==> src/fbd_pkg.sv <==
// Shared constants and types for the page monochrome frame buffer draw block.
package fbd_pkg;

   localparam int DEF_MAX_COLUMNS = 128;
   localparam int DEF_MAX_PAGES   = 8;

   localparam int EFF_W_W = 9;
   localparam int EFF_P_W = 4;

   localparam logic [2:0] OP_CLEAR = 3'd0;
   localparam logic [2:0] OP_FILL  = 3'd1;
   localparam logic [2:0] OP_PIXEL = 3'd2;
   localparam logic [2:0] OP_RECT  = 3'd3;
   localparam logic [2:0] OP_IMAGE = 3'd4;
   localparam logic [2:0] OP_READ  = 3'd5;

   localparam logic CSR_WIDTH  = 1'b0;
   localparam logic CSR_HEIGHT = 1'b1;

   localparam logic [7:0] WIDTH_RESET  = 8'd128;
   localparam logic [6:0] HEIGHT_RESET = 7'd64;

   localparam logic [7:0] BYTE_ONES  = 8'hFF;
   localparam logic [7:0] BYTE_ZEROS = 8'h00;

   typedef struct packed {
      logic [2:0] op;
      logic [7:0] x_first;
      logic [7:0] x_last;
      logic [7:0] y_first;
      logic [7:0] y_last;
      logic [7:0] image_col;
      logic [2:0] image_page;
      logic [7:0] pixel_byte;
      logic       set_bits;
      logic       invert_byte;
      logic [7:0] page_sel;
   } req_type;

endpackage

==> src/fbd_seq.sv <==
// Command sequencer: argument checks, page and column walk, read-modify-write of the store.
module fbd_seq #(
   parameter int MAX_COLUMNS = fbd_pkg::DEF_MAX_COLUMNS,
   parameter int MAX_PAGES   = fbd_pkg::DEF_MAX_PAGES,
   parameter int DEPTH       = MAX_COLUMNS * MAX_PAGES,
   parameter int ADDR_W      = $clog2(DEPTH)
) (
   input  logic                         clock,
   input  logic                         reset,
   input  logic                         start,
   output logic                         busy,
   input  fbd_pkg::req_type             req,
   input  logic [fbd_pkg::EFF_W_W-1:0]  eff_w,
   input  logic [fbd_pkg::EFF_P_W-1:0]  eff_p,
   output logic                         rsp_strobe,
   output logic                         rsp_status,
   output logic [7:0]                   rsp_read_data,
   output logic                         wr_en,
   output logic [ADDR_W-1:0]            wr_addr,
   output logic [7:0]                   wr_data,
   output logic [ADDR_W-1:0]            rd_addr,
   input  logic [7:0]                   rd_data
);

   localparam int COL_W = $clog2(MAX_COLUMNS);
   localparam int PG_W  = $clog2(MAX_PAGES);
   localparam logic [ADDR_W-1:0] COLS_A = ADDR_W'(MAX_COLUMNS);
   localparam logic [ADDR_W-1:0] LAST_A = ADDR_W'(DEPTH - 1);

   localparam logic [2:0] S_CLEAR  = 3'd0;
   localparam logic [2:0] S_IDLE   = 3'd1;
   localparam logic [2:0] S_DECODE = 3'd2;
   localparam logic [2:0] S_IMAGE  = 3'd3;
   localparam logic [2:0] S_WALK   = 3'd4;
   localparam logic [2:0] S_FINISH = 3'd5;

   logic [2:0]        state_ff, state_in;
   logic [ADDR_W-1:0] clr_ff, clr_in;
   fbd_pkg::req_type  req_ff;

   logic [PG_W-1:0]   pg_ff, pg_in, pg_first_ff, pg_first_in, pg_end_ff, pg_end_in;
   logic [COL_W-1:0]  col_ff, col_in, col_first_ff, col_first_in, col_end_ff, col_end_in;
   logic [7:0]        first_mask_ff, first_mask_in, last_mask_ff, last_mask_in;
   logic              set_ff, set_in, rd_only_ff, rd_only_in;

   logic [8:0]        dw_ff, dw_in;
   logic [5:0]        need_ff, need_in;

   logic              st_vld_ff, st_vld_in;
   logic [ADDR_W-1:0] st_addr_ff, st_addr_in;
   logic [7:0]        st_mask_ff, st_mask_in;

   logic              rsp_valid_ff, rsp_valid_in;
   logic              rsp_status_ff, rsp_status_in;
   logic [7:0]        rsp_data_ff, rsp_data_in;

   logic              accept;
   logic [8:0]        x1_9, x2_9, w_rem;
   logic [7:0]        h8, h_rem, dh;
   logic [8:0]        need_sum;
   logic              x1_oob, x2_oob, y1_oob, y2_oob;
   logic [4:0]        sp, p_rem, tp, tp_next;
   logic [5:0]        dp;
   logic [7:0]        img_b, img_lo, img_hi;
   logic              img_draw, img_two;
   logic [7:0]        walk_mask;
   logic [ADDR_W-1:0] walk_addr;

   assign accept = start && (state_ff == S_IDLE);
   assign busy   = (state_ff != S_IDLE);

   assign x1_9   = {1'b0, req_ff.x_first};
   assign x2_9   = {1'b0, req_ff.x_last};
   assign h8     = {1'b0, eff_p, 3'b000};
   assign x1_oob = (x1_9 >= eff_w);
   assign x2_oob = (x2_9 >= eff_w);
   assign y1_oob = (req_ff.y_first >= h8);
   assign y2_oob = (req_ff.y_last >= h8);
   assign w_rem  = eff_w - x1_9;
   assign h_rem  = h8 - req_ff.y_first;
   assign dh     = (req_ff.y_last < h_rem) ? req_ff.y_last : h_rem;
   assign need_sum = {1'b0, dh} + 9'd7;

   assign sp      = req_ff.y_first[7:3];
   assign p_rem   = {1'b0, eff_p} - sp;
   assign dp      = (need_ff < {1'b0, p_rem}) ? need_ff : {1'b0, p_rem};
   assign img_draw = ({1'b0, req_ff.image_col} < dw_ff) && ({3'b000, req_ff.image_page} < dp);
   assign tp      = sp + {2'b00, req_ff.image_page};
   assign tp_next = tp + 5'd1;
   assign img_two = (req_ff.y_first[2:0] != 3'd0) && (tp_next < {1'b0, eff_p});
   assign img_b   = req_ff.invert_byte ? ~req_ff.pixel_byte : req_ff.pixel_byte;
   assign img_lo  = 8'(img_b << req_ff.y_first[2:0]);
   assign img_hi  = 8'(img_b >> (4'd8 - {1'b0, req_ff.y_first[2:0]}));

   always_comb begin
      walk_mask = fbd_pkg::BYTE_ONES;
      if (pg_ff == pg_first_ff) begin
         walk_mask = walk_mask & first_mask_ff;
      end
      if (pg_ff == pg_end_ff) begin
         walk_mask = walk_mask & last_mask_ff;
      end
   end

   assign walk_addr = ADDR_W'(pg_ff) * COLS_A + ADDR_W'(col_ff);

   always_comb begin
      state_in      = state_ff;
      clr_in        = clr_ff;
      pg_in         = pg_ff;
      pg_first_in   = pg_first_ff;
      pg_end_in     = pg_end_ff;
      col_in        = col_ff;
      col_first_in  = col_first_ff;
      col_end_in    = col_end_ff;
      first_mask_in = first_mask_ff;
      last_mask_in  = last_mask_ff;
      set_in        = set_ff;
      rd_only_in    = rd_only_ff;
      dw_in         = dw_ff;
      need_in       = need_ff;
      st_vld_in     = 1'b0;
      st_addr_in    = walk_addr;
      st_mask_in    = walk_mask;
      rsp_valid_in  = 1'b0;
      rsp_status_in = rsp_status_ff;
      rsp_data_in   = rsp_data_ff;
      rd_addr       = walk_addr;
      wr_en         = st_vld_ff && !rd_only_ff;
      wr_addr       = st_addr_ff;
      wr_data       = set_ff ? (rd_data | st_mask_ff) : (rd_data & ~st_mask_ff);

      unique case (state_ff)
         S_CLEAR: begin
            wr_en   = 1'b1;
            wr_addr = clr_ff;
            wr_data = fbd_pkg::BYTE_ZEROS;
            clr_in  = clr_ff + 1'b1;
            if (clr_ff == LAST_A) begin
               state_in = S_IDLE;
            end
         end
         S_IDLE: begin
            if (start) begin
               state_in = S_DECODE;
            end
         end
         S_DECODE: begin
            dw_in         = (x2_9 < w_rem) ? x2_9 : w_rem;
            need_in       = need_sum[8:3];
            first_mask_in = fbd_pkg::BYTE_ONES;
            last_mask_in  = fbd_pkg::BYTE_ONES;
            rd_only_in    = 1'b0;
            set_in        = req_ff.set_bits;
            pg_in         = PG_W'(req_ff.y_first[7:3]);
            pg_first_in   = PG_W'(req_ff.y_first[7:3]);
            pg_end_in     = PG_W'(req_ff.y_first[7:3]);
            col_in        = COL_W'(req_ff.x_first);
            col_first_in  = COL_W'(req_ff.x_first);
            col_end_in    = COL_W'(req_ff.x_first);
            rsp_status_in = 1'b0;
            rsp_data_in   = fbd_pkg::BYTE_ZEROS;
            unique case (req_ff.op)
               fbd_pkg::OP_CLEAR, fbd_pkg::OP_FILL: begin
                  set_in       = (req_ff.op == fbd_pkg::OP_FILL);
                  pg_in        = '0;
                  pg_first_in  = '0;
                  pg_end_in    = PG_W'(eff_p - 4'd1);
                  col_in       = '0;
                  col_first_in = '0;
                  col_end_in   = COL_W'(eff_w - 9'd1);
                  if (eff_w == '0 || eff_p == '0) begin
                     rsp_valid_in = 1'b1;
                     state_in     = S_IDLE;
                  end else begin
                     state_in = S_WALK;
                  end
               end
               fbd_pkg::OP_PIXEL: begin
                  first_mask_in = 8'(8'd1 << req_ff.y_first[2:0]);
                  if (x1_oob || y1_oob) begin
                     rsp_valid_in  = 1'b1;
                     rsp_status_in = 1'b1;
                     state_in      = S_IDLE;
                  end else begin
                     state_in = S_WALK;
                  end
               end
               fbd_pkg::OP_RECT: begin
                  pg_end_in     = PG_W'(req_ff.y_last[7:3]);
                  col_end_in    = COL_W'(req_ff.x_last);
                  first_mask_in = 8'(fbd_pkg::BYTE_ONES << req_ff.y_first[2:0]);
                  last_mask_in  = fbd_pkg::BYTE_ONES >> (3'd7 - req_ff.y_last[2:0]);
                  if (x1_oob || x2_oob || y1_oob || y2_oob ||
                      (req_ff.x_first > req_ff.x_last) ||
                      (req_ff.y_first > req_ff.y_last)) begin
                     rsp_valid_in  = 1'b1;
                     rsp_status_in = 1'b1;
                     state_in      = S_IDLE;
                  end else begin
                     state_in = S_WALK;
                  end
               end
               fbd_pkg::OP_IMAGE: begin
                  if ((req_ff.x_last == 8'd0) || (req_ff.y_last == 8'd0) ||
                      x1_oob || y1_oob) begin
                     rsp_valid_in  = 1'b1;
                     rsp_status_in = 1'b1;
                     state_in      = S_IDLE;
                  end else begin
                     state_in = S_IMAGE;
                  end
               end
               fbd_pkg::OP_READ: begin
                  rd_only_in   = 1'b1;
                  pg_in        = PG_W'(req_ff.page_sel);
                  pg_first_in  = PG_W'(req_ff.page_sel);
                  pg_end_in    = PG_W'(req_ff.page_sel);
                  if ((req_ff.page_sel >= {4'd0, eff_p}) || x1_oob) begin
                     rsp_valid_in  = 1'b1;
                     rsp_status_in = 1'b1;
                     state_in      = S_IDLE;
                  end else begin
                     state_in = S_WALK;
                  end
               end
               default: begin
                  rsp_valid_in  = 1'b1;
                  rsp_status_in = 1'b1;
                  state_in      = S_IDLE;
               end
            endcase
         end
         S_IMAGE: begin
            set_in        = 1'b1;
            col_in        = COL_W'(x1_9 + {1'b0, req_ff.image_col});
            col_first_in  = COL_W'(x1_9 + {1'b0, req_ff.image_col});
            col_end_in    = COL_W'(x1_9 + {1'b0, req_ff.image_col});
            pg_in         = PG_W'(tp);
            pg_first_in   = PG_W'(tp);
            pg_end_in     = img_two ? PG_W'(tp_next) : PG_W'(tp);
            first_mask_in = img_lo;
            last_mask_in  = img_two ? img_hi : fbd_pkg::BYTE_ONES;
            if (img_draw) begin
               state_in = S_WALK;
            end else begin
               rsp_valid_in = 1'b1;
               state_in     = S_IDLE;
            end
         end
         S_WALK: begin
            st_vld_in = 1'b1;
            if (col_ff == col_end_ff) begin
               col_in = col_first_ff;
               if (pg_ff == pg_end_ff) begin
                  state_in = S_FINISH;
               end else begin
                  pg_in = pg_ff + 1'b1;
               end
            end else begin
               col_in = col_ff + 1'b1;
            end
         end
         S_FINISH: begin
            rsp_valid_in  = 1'b1;
            rsp_status_in = 1'b0;
            rsp_data_in   = rd_only_ff ? rd_data : fbd_pkg::BYTE_ZEROS;
            state_in      = S_IDLE;
         end
         default: begin
            state_in = S_IDLE;
         end
      endcase
   end

   always_ff @(posedge clock) begin
      if (reset) begin
         state_ff     <= S_CLEAR;
         clr_ff       <= '0;
         st_vld_ff    <= 1'b0;
         rsp_valid_ff <= 1'b0;
      end else begin
         state_ff     <= state_in;
         clr_ff       <= clr_in;
         st_vld_ff    <= st_vld_in;
         rsp_valid_ff <= rsp_valid_in;
      end
   end

   always_ff @(posedge clock) begin
      if (accept) begin
         req_ff <= req;
      end
      pg_ff         <= pg_in;
      pg_first_ff   <= pg_first_in;
      pg_end_ff     <= pg_end_in;
      col_ff        <= col_in;
      col_first_ff  <= col_first_in;
      col_end_ff    <= col_end_in;
      first_mask_ff <= first_mask_in;
      last_mask_ff  <= last_mask_in;
      set_ff        <= set_in;
      rd_only_ff    <= rd_only_in;
      dw_ff         <= dw_in;
      need_ff       <= need_in;
      st_addr_ff    <= st_addr_in;
      st_mask_ff    <= st_mask_in;
      rsp_status_ff <= rsp_status_in;
      rsp_data_ff   <= rsp_data_in;
   end

   assign rsp_strobe    = rsp_valid_ff;
   assign rsp_status    = rsp_status_ff;
   assign rsp_read_data = rsp_data_ff;

endmodule

==> config.mk <==
export PLATFORM = sky130hd
export DESIGN_NAME = fbd_seq
export DESIGN_NICKNAME = d
export VERILOG_FILES = /design/src/fbd_pkg.sv /design/src/fbd_seq.sv
export SDC_FILE = /design/constraint.sdc
export NUM_CORES = 1
export LEC_CHECK = 0
export ABC_AREA = 1
export BUFFER_PORTS_ARGS = -buffer_cell sky130_fd_sc_hd__buf_4
export CORE_ASPECT_RATIO = 2
export CORE_UTILIZATION = 60
export CTS_BUF_LIST = sky130_fd_sc_hd__clkbuf_4 sky130_fd_sc_hd__clkbuf_8 sky130_fd_sc_hd__clkbuf_16
export DETAILED_ROUTE_END_ITERATION = 12
export PLACE_DENSITY_LB_ADDON = 0.15
export SETUP_SLACK_MARGIN = 0.2
export SYNTH_ARGS = -nofsm -noshare
export SYNTH_HDL_FRONTEND = slang
export SYNTH_SLANG_ARGS = --single-unit
export TNS_END_PERCENT = 20
==> constraint.sdc <==
create_clock -name clock -period 7.6 [get_ports clock]
set_input_delay 1.52 -clock clock [delete_from_list [all_inputs] [get_ports clock]]
set_output_delay 1.52 -clock clock [all_outputs]
set_load 0.005 [all_outputs]
==> results of run 1 <==
[worst paths after layout]
kind / start / end / slack (ns) / cells past startpoint
worst max-delay path: eff_w[0] / dw_ff[7] / 3.32 / 21
worst min-delay path: last_mask_ff[7] / st_mask_ff[7] / 0.47 / 2
worst min register to register: last_mask_ff[7] / st_mask_ff[7] / 0.47 / 2
worst max register to register: req_ff[37] / need_ff[3] / 3.67 / 15
[sequential cells by signal, indices dropped and copies added, names as in the netlist, 6 cells and up]
register and flops:
st_mask_ff 8, req_ff 64, col_end_ff 7, st_addr_ff 10
first_mask_ff 8, rsp_read_data 8, col_ff 7, clr_ff 10
dw_ff 9, col_first_ff 7, last_mask_ff 8, need_ff 6
[worst min-delay path, stage by stage, from the launching register on]
cell                       delay, ns
sky130_fd_sc_hd__edfxtp_1       0.32
sky130_fd_sc_hd__o21ai_0        0.08
sky130_fd_sc_hd__inv_1          0.05
[routing by layer]
metal	vias to the layer above	part of all wire [%]	GRT usage, %
li1	4462	-	-
met2	284	55	56.31
met3	96	3.5	4.185
met4	0	4.9	17.16
met1	4197	37	30.22
met5	-	0	0
[power breakdown]
| group | total (mW) | internal, mW | switching [mW] | leakage (nW) |
|---|---|---|---|---|
| Sequential | 1.07 | 1.04 | 0.0293 | 1.50 |
| Combinational | 0.480 | 0.189 | 0.291 | 3.91 |
| Clock | 0.913 | 0.529 | 0.384 | 0.298 |
| Total | 2.46 | 1.76 | 0.704 | 5.71 |
[kinds of logic (layout without fill, tap and decap cells)]
logic type                 after synthesis  count (layout)  synth area share, %
AOI/OAI and AO/OA                      228             228                12.65
xor gates and xnor gates                46              46                3.869
and+or+nand+nor                        483             483                19.51
buffers and inverters                  234             376                8.502
other                                    1               1              0.03472
DFF                                    169             169                43.92
adders and majority gates               97              97                11.51
[metrics by stage]
stage / area, sq um / setup slack [ns]
after global placement: 11940 / 3.056
final: 12550 / 3.325
after detailed placement: 11940 / 2.928
after floorplan: 10800 / 2.899
after global routing: 12550 / 3.046
after CTS: 12550 / 3.336
[cell type report]
| type | count | area share (%) |
|---|---|---|
| clock buffers | 18 | 3.449 |
| repair buffers | 130 | 7.775 |
| well taps | 213 | 2.123 |
| clock inverters | 14 | 1.455 |
| flip-flops and latches | 169 | 37.80 |
| inverters | 214 | 6.400 |
| multi-input cells | 855 | 41.00 |
[cells in the final DEF (no fill, tap or decap), types with 20 or more instances in the layout]
| master | netlist | routed |
|---|---|---|
| sky130_fd_sc_hd__ha_1 | 93 | 93 |
| sky130_fd_sc_hd__xnor2_1 | 24 | 24 |
| sky130_fd_sc_hd__inv_1 | 203 | 203 |
| sky130_fd_sc_hd__edfxtp_1 | 136 | 136 |
| sky130_fd_sc_hd__nand2_1 | 265 | 265 |
| sky130_fd_sc_hd__a21oi_1 | 62 | 62 |
| sky130_fd_sc_hd__buf_4 | 1 | 130 |
| sky130_fd_sc_hd__xor2_1 | 20 | 20 |
| sky130_fd_sc_hd__nand3_1 | 47 | 47 |
| sky130_fd_sc_hd__nor2_1 | 93 | 92 |
| sky130_fd_sc_hd__dfxtp_1 | 33 | 33 |
| sky130_fd_sc_hd__o21ai_0 | 84 | 84 |
==> metrics.txt, run 1 <==
# TYPE chip_impl_metric gauge
chip_impl_metric{name="maxCapViolations",unit=""} 0
chip_impl_metric{name="synth.top_cell.area_share",unit="%"} 37.81
chip_impl_metric{name="antenna_cells_inserted",unit=""} 0
chip_impl_metric{name="area_of_the_multi_input_gates",unit="sq mm"} 0.005146
chip_impl_metric{name="final.fill_count",unit=""} 1384
chip_impl_metric{name="yosysWarningCount",unit=""} 0
chip_impl_metric{name="critical_path.max_stage_delay",unit="ns"} 0.41
chip_impl_metric{name="p_total",unit="mW"} 2.461
chip_impl_info{name="synth_top_cells_by_area",value="sky130_fd_sc_hd__edfxtp_1, sky130_fd_sc_hd__ha_1, sky130_fd_sc_hd__nand2_1"} 1
chip_impl_metric{name="clock_sink_count",unit=""} 169
chip_impl_metric{name="post_drt_via_cell_ratio",unit=""} 5.604
chip_impl_metric{name="synth_seq_area_share",unit="%"} 43.92
chip_impl_metric{name="maximum_number_of_pins_on_one_net_before_global_route_repair",unit=""} 65
chip_impl_metric{name="route.antenna.remaining_nets",unit=""} 0
chip_impl_metric{name="ys_types",unit=""} 54
chip_impl_info{name="synthMostInstantiatedCell",value="sky130_fd_sc_hd__nand2_1"} 1
chip_impl_metric{name="cts-hold-fix-buffers",unit=""} 0
chip_impl_metric{name="numPlacedInstances",unit=""} 1581
chip_impl_metric{name="layoutNonFillerInstCount",unit=""} 1613
chip_impl_metric{name="die_width",unit="microns"} 96.88
chip_impl_metric{name="power.ir.vdd_worst",unit="mV"} 0.1909
chip_impl_metric{name="worst_hold_slack_after_final_layout",unit="ns"} 0.4656
chip_impl_metric{name="h-tree-depth",unit=""} 4
chip_impl_metric{name="fin_crit_sh",unit="%"} 56.25
chip_impl_metric{name="initial_core_util",unit="%"} 61.03
chip_impl_metric{name="dieHeight",unit="microns"} 191.8
chip_impl_metric{name="routabilityCongestion",unit=""} 0.9573
chip_impl_info{name="path_delay_family",value="simple AND/OR/NAND/NOR gates"} 1
chip_impl_metric{name="routed_wirelength",unit="microns"} 26900
chip_impl_metric{name="drc",unit=""} 0
chip_impl_metric{name="postSynthCellCount",unit=""} 1258
chip_impl_metric{name="final_layout_size_suffix_gt1_share",unit="%"} 16.00
chip_impl_metric{name="setup_total_negative_slack",unit="ns"} 0
chip_impl_info{name="status",value="finished, final reports clean"} 1
chip_impl_metric{name="clkSlewWorstSetupHoldPaths",unit="ns"} 0.07
chip_impl_metric{name="maxSlewViolCount",unit=""} 0
chip_impl_info{name="crit_path_end_kind",value="flip-flop"} 1
chip_impl_metric{name="io_pins",unit=""} 128
chip_impl_metric{name="synth_enable_flop_cells",unit=""} 136
chip_impl_metric{name="fp-row-count",unit=""} 69
chip_impl_info{name="path_cells",value="buf_4 -> inv_1 -> ha_1 -> inv_1 -> fa_1 -> nand2_1 -> nand2_1 -> a21oi_2 -> xor2_1 -> ha_1 -> nand2_1 -> nor2_1 -> o211ai_1 -> nand2_1 -> o21ai_0 -> nand2_1 -> a21oi_1 -> o21bai_1 -> nand2_2 -> nand2_1 -> o21ai_2"} 1
chip_impl_metric{name="dieArea",unit="sq mm"} 0.01858
chip_impl_metric{name="routed-via-count",unit=""} 9039
chip_impl_metric{name="port_buffers",unit=""} 127
chip_impl_metric{name="drt_pass1_iterations",unit=""} 7
chip_impl_info{name="cp_slowest_cell",value="sky130_fd_sc_hd__fa_1"} 1
chip_impl_metric{name="first_pass_grt_wire_length",unit="microns"} 42500
chip_impl_metric{name="initialDrtViolationCount",unit=""} 499
chip_impl_metric{name="clk_latency",unit="ns"} 0.44
chip_impl_metric{name="cts_inserted_buffers",unit=""} 17
chip_impl_info{name="critPathLaunchType",value="primary input"} 1
chip_impl_metric{name="core_area",unit="sq mm"} 0.01770
chip_impl_metric{name="synth-seq-cells",unit=""} 169
chip_impl_metric{name="total_power_divided_by_cell_area",unit="mW/mm^2"} 196.1
chip_impl_metric{name="global_route.usage.total",unit="%"} 29.52
chip_impl_metric{name="antenna_found_initial",unit=""} 0
chip_impl_info{name="yosys.area.top_type",value="sky130_fd_sc_hd__edfxtp_1"} 1
chip_impl_metric{name="utilization",unit="%"} 70.92
chip_impl_metric{name="drt-wirelength-per-cell",unit="microns"} 16.68
chip_impl_metric{name="fin_crit",unit="ns"} 4.275
chip_impl_metric{name="slew-limit-headroom",unit="%"} 30.53
chip_impl_metric{name="clock_skew",unit="ns"} 0.008197
chip_impl_metric{name="synth_async_sr_flop_share",unit="%"} 0
chip_impl_metric{name="max_clock_buf_depth",unit=""} 2
chip_impl_info{name="worst_hold_path_type",value="reg -> reg"} 1
chip_impl_metric{name="globalRoute.totalOverflow",unit=""} 0
chip_impl_metric{name="clock.fmax",unit="MHz"} 233.9
chip_impl_info{name="rsz0062_at_grt",value="no"} 1
chip_impl_info{name="worst_path_most_repeated_cell",value="sky130_fd_sc_hd__nand2_1"} 1
chip_impl_metric{name="synth_nets",unit=""} 1443
chip_impl_metric{name="post_synth_instance_area",unit="sq mm"} 0.01080
chip_impl_metric{name="seqCellArea",unit="sq mm"} 0.004745
chip_impl_metric{name="cp_data_required_time",unit="ns"} 7.88
chip_impl_info{name="timing_worst_setup_path_type",value="in -> reg"} 1
chip_impl_info{name="buffer_type_at_the_clock_tree_root",value="sky130_fd_sc_hd__clkbuf_16"} 1
chip_impl_metric{name="timing.critical_path.fanout_max",unit=""} 16
chip_impl_metric{name="final_net_count",unit=""} 1572
chip_impl_info{name="cts_tree",value="built"} 1
chip_impl_metric{name="area.growth.synth_to_final",unit="%"} 16.20
chip_impl_metric{name="cts_setup_buffers",unit=""} 0
chip_impl_metric{name="worstPathArrival",unit="ns"} 4.56
chip_impl_metric{name="syn_avg_cell_area",unit="sq um"} 8.586
chip_impl_info{name="synth_commonest_cells",value="sky130_fd_sc_hd__nand2_1, sky130_fd_sc_hd__inv_1, sky130_fd_sc_hd__edfxtp_1, sky130_fd_sc_hd__ha_1, sky130_fd_sc_hd__nor2_1"} 1
chip_impl_metric{name="critPathBufInv",unit=""} 3
chip_impl_metric{name="timing_hold_violations_final",unit=""} 0
chip_impl_metric{name="timing.final.setup_violations",unit=""} 0
chip_impl_metric{name="cellLeakagePower",unit="nW"} 5.712
chip_impl_info{name="ys_dominant_reg_cell",value="sky130_fd_sc_hd__edfxtp_1"} 1
chip_impl_metric{name="ctsResizeCount",unit=""} 0
chip_impl_metric{name="grt_pass1_vias",unit=""} 8939
chip_impl_metric{name="tightestPinTransition",unit="ns"} 1.038
chip_impl_metric{name="place.detailed.hpwl",unit="microns"} 21150
No activity file was read; power rests on OpenSTA's default activity.
==> inputs of run 2 (changes only) <==
--- a/config.mk
+++ b/config.mk
@@ -8,7 +8,7 @@
 export ABC_AREA = 1
 export BUFFER_PORTS_ARGS = -buffer_cell sky130_fd_sc_hd__buf_4
 export CORE_ASPECT_RATIO = 2
-export CORE_UTILIZATION = 60
+export CORE_UTILIZATION = 54
 export CTS_BUF_LIST = sky130_fd_sc_hd__clkbuf_4 sky130_fd_sc_hd__clkbuf_8 sky130_fd_sc_hd__clkbuf_16
 export DETAILED_ROUTE_END_ITERATION = 12
 export PLACE_DENSITY_LB_ADDON = 0.15
==> constraint.sdc (replaced) <==
create_clock -name clock -period 3.71 [get_ports clock]
set_input_delay 0.742 -clock clock [delete_from_list [all_inputs] [get_ports clock]]
set_output_delay 0.742 -clock clock [all_outputs]
set_load 0.005 [all_outputs]
==> run 2 against run 1 <==
Against the previous run: core utilization decreased by 5.0 points; critical path depth down 8; cell count rose by 4.6%; flip-flop and latch count stayed put; largest cell class unchanged; highest routed layer unchanged.
==> metrics.txt, run 2 (synthesized netlist as in run 1, its figures left out) <==
# TYPE chip_impl_metric gauge
chip_impl_info{name="status",value="finished, final reports clean"} 1
chip_impl_metric{name="timing.critical_path.depth",unit=""} 13
chip_impl_metric{name="clock_sink_count",unit=""} 169
chip_impl_metric{name="first_pass_grt_wire_length",unit="microns"} 43330
chip_impl_info{name="rsz0062_at_grt",value="yes"} 1
chip_impl_info{name="worst_path_most_repeated_cell",value="sky130_fd_sc_hd__ha_1"} 1
chip_impl_info{name="hold_path_startpoint",value="col_ff[5]"} 1
chip_impl_info{name="cts_tree",value="built"} 1
chip_impl_metric{name="antenna_found_initial",unit=""} 0
chip_impl_info{name="crit_start",value="req_ff[40]"} 1
chip_impl_metric{name="global_route.usage.total",unit="%"} 27.84
chip_impl_metric{name="largest_reg_flops",unit=""} 64
chip_impl_metric{name="max_clock_buf_depth",unit=""} 2
chip_impl_metric{name="slew-limit-headroom",unit="%"} 43.99
chip_impl_metric{name="cp_data_required_time",unit="ns"} 3.88
chip_impl_metric{name="critical_path.max_stage_delay",unit="ns"} 0.49
chip_impl_metric{name="hold_depth",unit=""} 0
chip_impl_metric{name="routabilityCongestion",unit=""} 0.9482
chip_impl_metric{name="maximum_number_of_pins_on_one_net_before_global_route_repair",unit=""} 38
chip_impl_metric{name="globalRoute.totalOverflow",unit=""} 0
chip_impl_metric{name="final.fill_count",unit=""} 1707
chip_impl_metric{name="fin_crit_sh",unit="%"} 91.15
chip_impl_metric{name="fp-row-count",unit=""} 72
chip_impl_metric{name="power.ir.vdd_worst",unit="mV"} 0.3679
chip_impl_info{name="r2r-end",value="last_mask_ff[3]"} 1
chip_impl_metric{name="worstPathArrival",unit="ns"} 3.55
chip_impl_metric{name="critPathBufInv",unit=""} 2
chip_impl_info{name="largest_registers",value="req_ff x64, clr_ff x10, st_addr_ff x10"} 1
chip_impl_metric{name="fin_crit",unit="ns"} 3.382
chip_impl_metric{name="layoutNonFillerInstCount",unit=""} 1688
chip_impl_info{name="path_delay_family",value="adder cells"} 1
chip_impl_metric{name="drc",unit=""} 0
chip_impl_metric{name="io_pins",unit=""} 128
chip_impl_metric{name="clkSlewWorstSetupHoldPaths",unit="ns"} 0.07
chip_impl_metric{name="cts_inserted_buffers",unit=""} 17
chip_impl_metric{name="grt_pass1_vias",unit=""} 9191
chip_impl_metric{name="initialDrtViolationCount",unit=""} 344
chip_impl_info{name="crit_path_end_kind",value="flip-flop"} 1
chip_impl_metric{name="routed_wirelength",unit="microns"} 26960
chip_impl_metric{name="timing.reg2reg.setup_slack",unit="ns"} 0.33
chip_impl_metric{name="route.antenna.remaining_nets",unit=""} 0
chip_impl_metric{name="numPlacedInstances",unit=""} 1649
chip_impl_metric{name="initial_core_util",unit="%"} 55.51
chip_impl_info{name="cp_slowest_cell",value="sky130_fd_sc_hd__fa_1"} 1
chip_impl_metric{name="clock.fmax",unit="MHz"} 295.7
chip_impl_metric{name="die_width",unit="microns"} 102.0
chip_impl_metric{name="total_power_divided_by_cell_area",unit="mW/mm^2"} 379.4
chip_impl_metric{name="tightestPinTransition",unit="ns"} 0.8337
chip_impl_metric{name="maxSlewViolCount",unit=""} 0
chip_impl_metric{name="area.growth.synth_to_final",unit="%"} 18.73
chip_impl_metric{name="routed-via-count",unit=""} 9061
chip_impl_info{name="max_flop_register",value="req_ff"} 1
chip_impl_metric{name="setup_total_negative_slack",unit="ns"} 0
chip_impl_metric{name="h-tree-depth",unit=""} 4
chip_impl_metric{name="core_area",unit="sq mm"} 0.01946
chip_impl_metric{name="cts-hold-fix-buffers",unit=""} 0
chip_impl_metric{name="timing_hold_violations_final",unit=""} 0
chip_impl_metric{name="timing.final.setup_violations",unit=""} 0
chip_impl_metric{name="post_drt_via_cell_ratio",unit=""} 5.368
chip_impl_metric{name="maxCapViolations",unit=""} 0
chip_impl_metric{name="place.detailed.hpwl",unit="microns"} 21720
chip_impl_metric{name="clock_skew",unit="ns"} 0.01074
chip_impl_metric{name="final_net_count",unit=""} 1601
chip_impl_info{name="final_common_cell",value="sky130_fd_sc_hd__nand2_1"} 1
chip_impl_metric{name="dieArea",unit="sq mm"} 0.02061
chip_impl_info{name="mostFrequentLayoutCells",value="sky130_fd_sc_hd__nand2_1, sky130_fd_sc_hd__inv_1, sky130_fd_sc_hd__buf_4, sky130_fd_sc_hd__edfxtp_1"} 1
chip_impl_info{name="timing_worst_setup_path_type",value="reg -> reg"} 1
chip_impl_metric{name="timing.critical_path.fanout_max",unit=""} 6
chip_impl_metric{name="clk_latency",unit="ns"} 0.45
chip_impl_metric{name="final_layout_size_suffix_gt1_share",unit="%"} 18.40
chip_impl_info{name="buffer_type_at_the_clock_tree_root",value="sky130_fd_sc_hd__clkbuf_16"} 1
chip_impl_info{name="cp-endpoint",value="last_mask_ff[3]"} 1
chip_impl_info{name="path_cells",value="buf_4 -> ha_1 -> fa_1 -> ha_1 -> xnor2_1 -> inv_1 -> ha_1 -> a21oi_1 -> nand2_1 -> a211oi_2 -> nand3_4 -> nor2_4 -> a22oi_1"} 1
chip_impl_metric{name="dieHeight",unit="microns"} 202.0
chip_impl_metric{name="drt-wirelength-per-cell",unit="microns"} 15.97
chip_impl_metric{name="port_buffers",unit=""} 127
chip_impl_info{name="critPathLaunchType",value="flip-flop"} 1
chip_impl_metric{name="cellLeakagePower",unit="nW"} 5.835
chip_impl_metric{name="drt_pass1_iterations",unit=""} 4
chip_impl_metric{name="reg2regPathDepth",unit=""} 13
chip_impl_metric{name="antenna_cells_inserted",unit=""} 0
chip_impl_info{name="worst_r2r_startpoint",value="req_ff[40]"} 1
chip_impl_info{name="worst_hold_path_type",value="reg -> reg"} 1
==> run 2: cell types whose count changed in the layout (fill, tap and decap cells not counted), moves of 2 or more <==
| cell | previous run | this run |
|---|---|---|
| sky130_fd_sc_hd__buf_4 | 130 | 157 |
| sky130_fd_sc_hd__bufinv_16 | 3 | 0 |
| sky130_fd_sc_hd__clkinv_4 | 1 | 3 |
| sky130_fd_sc_hd__inv_1 | 203 | 201 |
| sky130_fd_sc_hd__inv_2 | 9 | 11 |
| sky130_fd_sc_hd__inv_6 | 6 | 4 |
| sky130_fd_sc_hd__nand2_4 | 0 | 2 |
| sky130_fd_sc_hd__o21ai_0 | 84 | 82 |
==> run 2: worst min-delay path by stage <==
stage	slack, ns	end
6_report	0.46	st_addr_ff[5]
5_1_grt	0.46	req_ff[30]
4_1_cts	0.45	req_ff[50]
3_5_place_dp	0.44	st_addr_ff[5]
3_3_place_gp	0.43	st_addr_ff[5]
2_1_floorplan	0.43	st_addr_ff[5]
==> run 2: through the flow <==
step	worst slack, ns	hold slack, ns	area (sq um)	utilization (%)	power (mW)
2_1_floorplan	0.3313	0.4325	10800	-	2.883
3_3_place_gp	-0.03969	0.4335	12160	62.49	3.207
3_5_place_dp	-0.1204	0.4382	12160	62.49	3.224
4_1_cts	0.2855	0.4466	12710	65.31	4.874
5_1_grt	0.1505	0.4567	12820	65.91	5.108
6_report	0.3284	0.4578	12820	65.91	4.865
==> run 2: timing repair <==
item	4_1_cts	5_1_grt
setup buffers	0	5
resized for setup	0	16
setup endpoints to repair	0	16
==> run 2: layout make-up <==
class                           count  area [sq um]  share of cell area (%)
Clock buffer                       18         432.9                   3.376
Clock inverter                     14         116.4                  0.9073
Inverter                          214         803.3                   6.263
Multi-Input combinational cell    857          5225                   40.74
Sequential cell                   169          4745                   37.00
Tap cell                          259         324.1                   2.527
Timing Repair Buffer              157          1179                   9.190
==> run 2: power by group <==
part	total, mW	switching [mW]	internal, mW
logic	1.04	0.619	0.419
clock network	1.64	0.767	0.878
registers	2.18	0.0546	2.13
==> run 2: worst reg2reg max path: cells and delay by family (launching register included) <==
kind	cells	cell delay, ns
simple gates	3	0.48
flops	1	0.43
compound gates	3	0.52
xor+xnor	1	0.16
fa+ha+maj	4	1.27
buf+inv	2	0.25
==> run 2: routing by layer <==
metal / global-route usage, % / up-vias / share of wire (%)
li1: - / 4529 / -
met1: 28.30 / 4204 / 37
met2: 52.25 / 251 / 55
met3: 4.322 / 77 / 3.8
met4: 15.10 / 0 / 4.5
met5: 0 / - / 0
==> inputs of run 3 (changes only) <==
--- a/config.mk
+++ b/config.mk
@@ -8,7 +8,7 @@
 export ABC_AREA = 1
 export BUFFER_PORTS_ARGS = -buffer_cell sky130_fd_sc_hd__buf_4
 export CORE_ASPECT_RATIO = 2
-export CORE_UTILIZATION = 54
+export CORE_UTILIZATION = 60
 export CTS_BUF_LIST = sky130_fd_sc_hd__clkbuf_4 sky130_fd_sc_hd__clkbuf_8 sky130_fd_sc_hd__clkbuf_16
 export DETAILED_ROUTE_END_ITERATION = 12
 export PLACE_DENSITY_LB_ADDON = 0.15
==> constraint.sdc (replaced) <==
create_clock -name clock -period 4 [get_ports clock]
set_input_delay 0.8 -clock clock [delete_from_list [all_inputs] [get_ports clock]]
set_output_delay 0.8 -clock clock [all_outputs]
set_load 0.005 [all_outputs]
==> run 3 against run 2 <==
Against the previous run: via count shrank 0.76%; worst setup slack gained 0.084 ns; non-clock buffer count down 18; critical path type is now in -> reg.
==> metrics.txt, run 3 (synthesized netlist as in run 1, its figures left out) <==
# TYPE chip_impl_metric gauge
chip_impl_metric{name="worstPathArrival",unit="ns"} 3.88
chip_impl_metric{name="clk_latency",unit="ns"} 0.44
chip_impl_info{name="path_cells",value="buf_4 -> inv_1 -> ha_1 -> inv_1 -> fa_1 -> nand2_1 -> nand2_1 -> a21oi_2 -> xor2_1 -> ha_1 -> nand2_1 -> nor2_1 -> o211ai_1 -> nand2_1 -> o21ai_0 -> nand2_1 -> a21oi_1 -> o21bai_1 -> nand2_2 -> nand2_1 -> o21ai_2"} 1
chip_impl_metric{name="cts_inserted_buffers",unit=""} 17
chip_impl_metric{name="timing.critical_path.fanout_max",unit=""} 16
chip_impl_metric{name="max_clock_buf_depth",unit=""} 2
chip_impl_metric{name="tightestPinTransition",unit="ns"} 0.8636
chip_impl_metric{name="fin_crit",unit="ns"} 3.588
chip_impl_metric{name="post_place_setup_slack",unit="ns"} -0.001974
chip_impl_metric{name="drt-wirelength-per-cell",unit="microns"} 16.14
chip_impl_info{name="buffer_type_at_the_clock_tree_root",value="sky130_fd_sc_hd__clkbuf_16"} 1
chip_impl_metric{name="worst_hold_slack_after_final_layout",unit="ns"} 0.4609
chip_impl_metric{name="globalRoute.totalOverflow",unit=""} 0
chip_impl_metric{name="critPathBufInv",unit=""} 3
chip_impl_info{name="largest_registers",value="req_ff x64, clr_ff x10, st_addr_ff x10"} 1
chip_impl_metric{name="post_dp_cell_area",unit="sq mm"} 0.01200
chip_impl_metric{name="largest_reg_flops",unit=""} 64
chip_impl_metric{name="ctsResizeCount",unit=""} 0
chip_impl_info{name="worst_hold_path_type",value="reg -> reg"} 1
chip_impl_info{name="final_common_cell",value="sky130_fd_sc_hd__nand2_1"} 1
chip_impl_metric{name="route.antenna.remaining_nets",unit=""} 0
chip_impl_metric{name="cts-hold-fix-buffers",unit=""} 0
chip_impl_metric{name="maxSlewViolCount",unit=""} 0
chip_impl_metric{name="drc",unit=""} 0
chip_impl_metric{name="clock_sink_count",unit=""} 169
chip_impl_info{name="cts_tree",value="built"} 1
chip_impl_info{name="worst_path_most_repeated_cell",value="sky130_fd_sc_hd__nand2_1"} 1
chip_impl_info{name="mostFrequentLayoutCells",value="sky130_fd_sc_hd__nand2_1, sky130_fd_sc_hd__inv_1, sky130_fd_sc_hd__buf_4, sky130_fd_sc_hd__edfxtp_1, sky130_fd_sc_hd__ha_1"} 1
chip_impl_metric{name="global_route.usage.total",unit="%"} 29.10
chip_impl_metric{name="post_drt_via_cell_ratio",unit=""} 5.544
chip_impl_info{name="path_delay_family",value="simple AND/OR/NAND/NOR gates"} 1
chip_impl_metric{name="slew-limit-headroom",unit="%"} 41.98
chip_impl_metric{name="routabilityCongestion",unit=""} 0.9615
chip_impl_metric{name="antenna_cells_inserted",unit=""} 0
chip_impl_metric{name="cp_data_required_time",unit="ns"} 4.29
chip_impl_metric{name="power.ir.vdd_worst",unit="mV"} 0.3252
chip_impl_info{name="rsz0062_at_grt",value="no"} 1
chip_impl_metric{name="critical_path.max_stage_delay",unit="ns"} 0.39
chip_impl_metric{name="fp-row-count",unit=""} 69
chip_impl_metric{name="initialDrtViolationCount",unit=""} 495
chip_impl_metric{name="port_buffers",unit=""} 127
chip_impl_metric{name="initial_core_util",unit="%"} 61.03
chip_impl_metric{name="maximum_number_of_pins_on_one_net_before_global_route_repair",unit=""} 65
chip_impl_metric{name="routed_wirelength",unit="microns"} 26180
chip_impl_metric{name="core_area",unit="sq mm"} 0.01770
chip_impl_metric{name="final_layout_size_suffix_gt1_share",unit="%"} 16.61
chip_impl_info{name="critPathLaunchType",value="primary input"} 1
chip_impl_info{name="status",value="finished, final reports clean"} 1
chip_impl_info{name="cp_slowest_cell",value="sky130_fd_sc_hd__fa_1"} 1
chip_impl_metric{name="timing_hold_violations_final",unit=""} 0
chip_impl_metric{name="cts_setup_buffers",unit=""} 0
chip_impl_metric{name="routed-via-count",unit=""} 8992
chip_impl_metric{name="fin_crit_sh",unit="%"} 89.70
chip_impl_info{name="timing_worst_setup_path_type",value="in -> reg"} 1
chip_impl_metric{name="place.detailed.hpwl",unit="microns"} 20870
chip_impl_metric{name="dieArea",unit="sq mm"} 0.01858
chip_impl_metric{name="first_pass_grt_wire_length",unit="microns"} 41780
chip_impl_metric{name="drt_pass1_iterations",unit=""} 5
chip_impl_metric{name="final.fill_count",unit=""} 1397
chip_impl_metric{name="antenna_found_initial",unit=""} 0
chip_impl_metric{name="die_width",unit="microns"} 96.88
chip_impl_metric{name="finish.instance_area",unit="sq mm"} 0.01263
chip_impl_metric{name="clkSlewWorstSetupHoldPaths",unit="ns"} 0.07
chip_impl_metric{name="area_of_the_multi_input_gates",unit="sq mm"} 0.005151
chip_impl_metric{name="seqCellArea",unit="sq mm"} 0.004745
chip_impl_metric{name="maxCapViolations",unit=""} 0
chip_impl_metric{name="clock_skew",unit="ns"} 0.01019
chip_impl_info{name="max_flop_register",value="req_ff"} 1
chip_impl_metric{name="grt_pass1_vias",unit=""} 8921
chip_impl_metric{name="cellLeakagePower",unit="nW"} 5.770
chip_impl_metric{name="total_power_divided_by_cell_area",unit="mW/mm^2"} 369.3
chip_impl_info{name="crit_path_end_kind",value="flip-flop"} 1
chip_impl_metric{name="clock.fmax",unit="MHz"} 278.7
chip_impl_metric{name="dieHeight",unit="microns"} 191.8
chip_impl_metric{name="h-tree-depth",unit=""} 4
chip_impl_metric{name="io_pins",unit=""} 128
chip_impl_metric{name="p_total",unit="mW"} 4.663
chip_impl_metric{name="final_net_count",unit=""} 1581
chip_impl_metric{name="final_critical_path_setup_slack",unit="ns"} 0.4121
chip_impl_metric{name="timing.final.setup_violations",unit=""} 0
chip_impl_metric{name="area.growth.synth_to_final",unit="%"} 16.89
-- run 3: cell count changes in the layout (fill, tap and decap cells not counted), moves of 2 or more --
cell                         change
sky130_fd_sc_hd__o21ai_0         +2
sky130_fd_sc_hd__buf_4          -18
sky130_fd_sc_hd__clkinvlp_4      -3
sky130_fd_sc_hd__inv_2           -2
sky130_fd_sc_hd__clkbuf_8        +2
sky130_fd_sc_hd__inv_8           -2
sky130_fd_sc_hd__bufinv_16       +2
sky130_fd_sc_hd__inv_1           +2
sky130_fd_sc_hd__nand2_4         -2
-- run 3: report_power, final --
part	switching [mW]	leakage, nW	internal, mW
sequential	0.0521	1.50	1.97
clock	0.713	0.308	1.01
combinational	0.550	3.96	0.367
-- run 3: final cells by class --
class,count,area share (%)
tap,213,2.111
inverter,214,6.362
clock buffer,21,3.845
timing repair buffer,139,8.265
multi-input combinational,855,40.80
clock inverter,11,1.041
sequential,169,37.58
-- run 3: worst paths after layout --
| kind | startpoint | end | slack (ns) | depth (start not counted) |
|---|---|---|---|---|
| worst min-delay path | col_ff[5] | st_addr_ff[5] | 0.46 | 0 |
| worst max-delay path | eff_w[0] | dw_ff[4] | 0.41 | 21 |
| worst max register to register | req_ff[53] | dw_ff[4] | 0.46 | 19 |
| worst min register to register | col_ff[5] | st_addr_ff[5] | 0.46 | 0 |
-- run 3: routing by layer --
layer  global-route usage [%]  wire [microns]
met5                        0               0
met4                    17.62            1305
met3                    3.894            1201
met2                    55.20           14130
met1                    29.92            9544
-- run 3: per-stage QoR --
stage                      TNS [ns]  util [%]  cells
after floorplan                   0         -   1258
after global placement            0     67.83   1590
after detailed placement  -0.001974     67.83   1590
after CTS                         0     71.31   1622
after global routing              0     71.34   1622
final                             0     71.34   1622
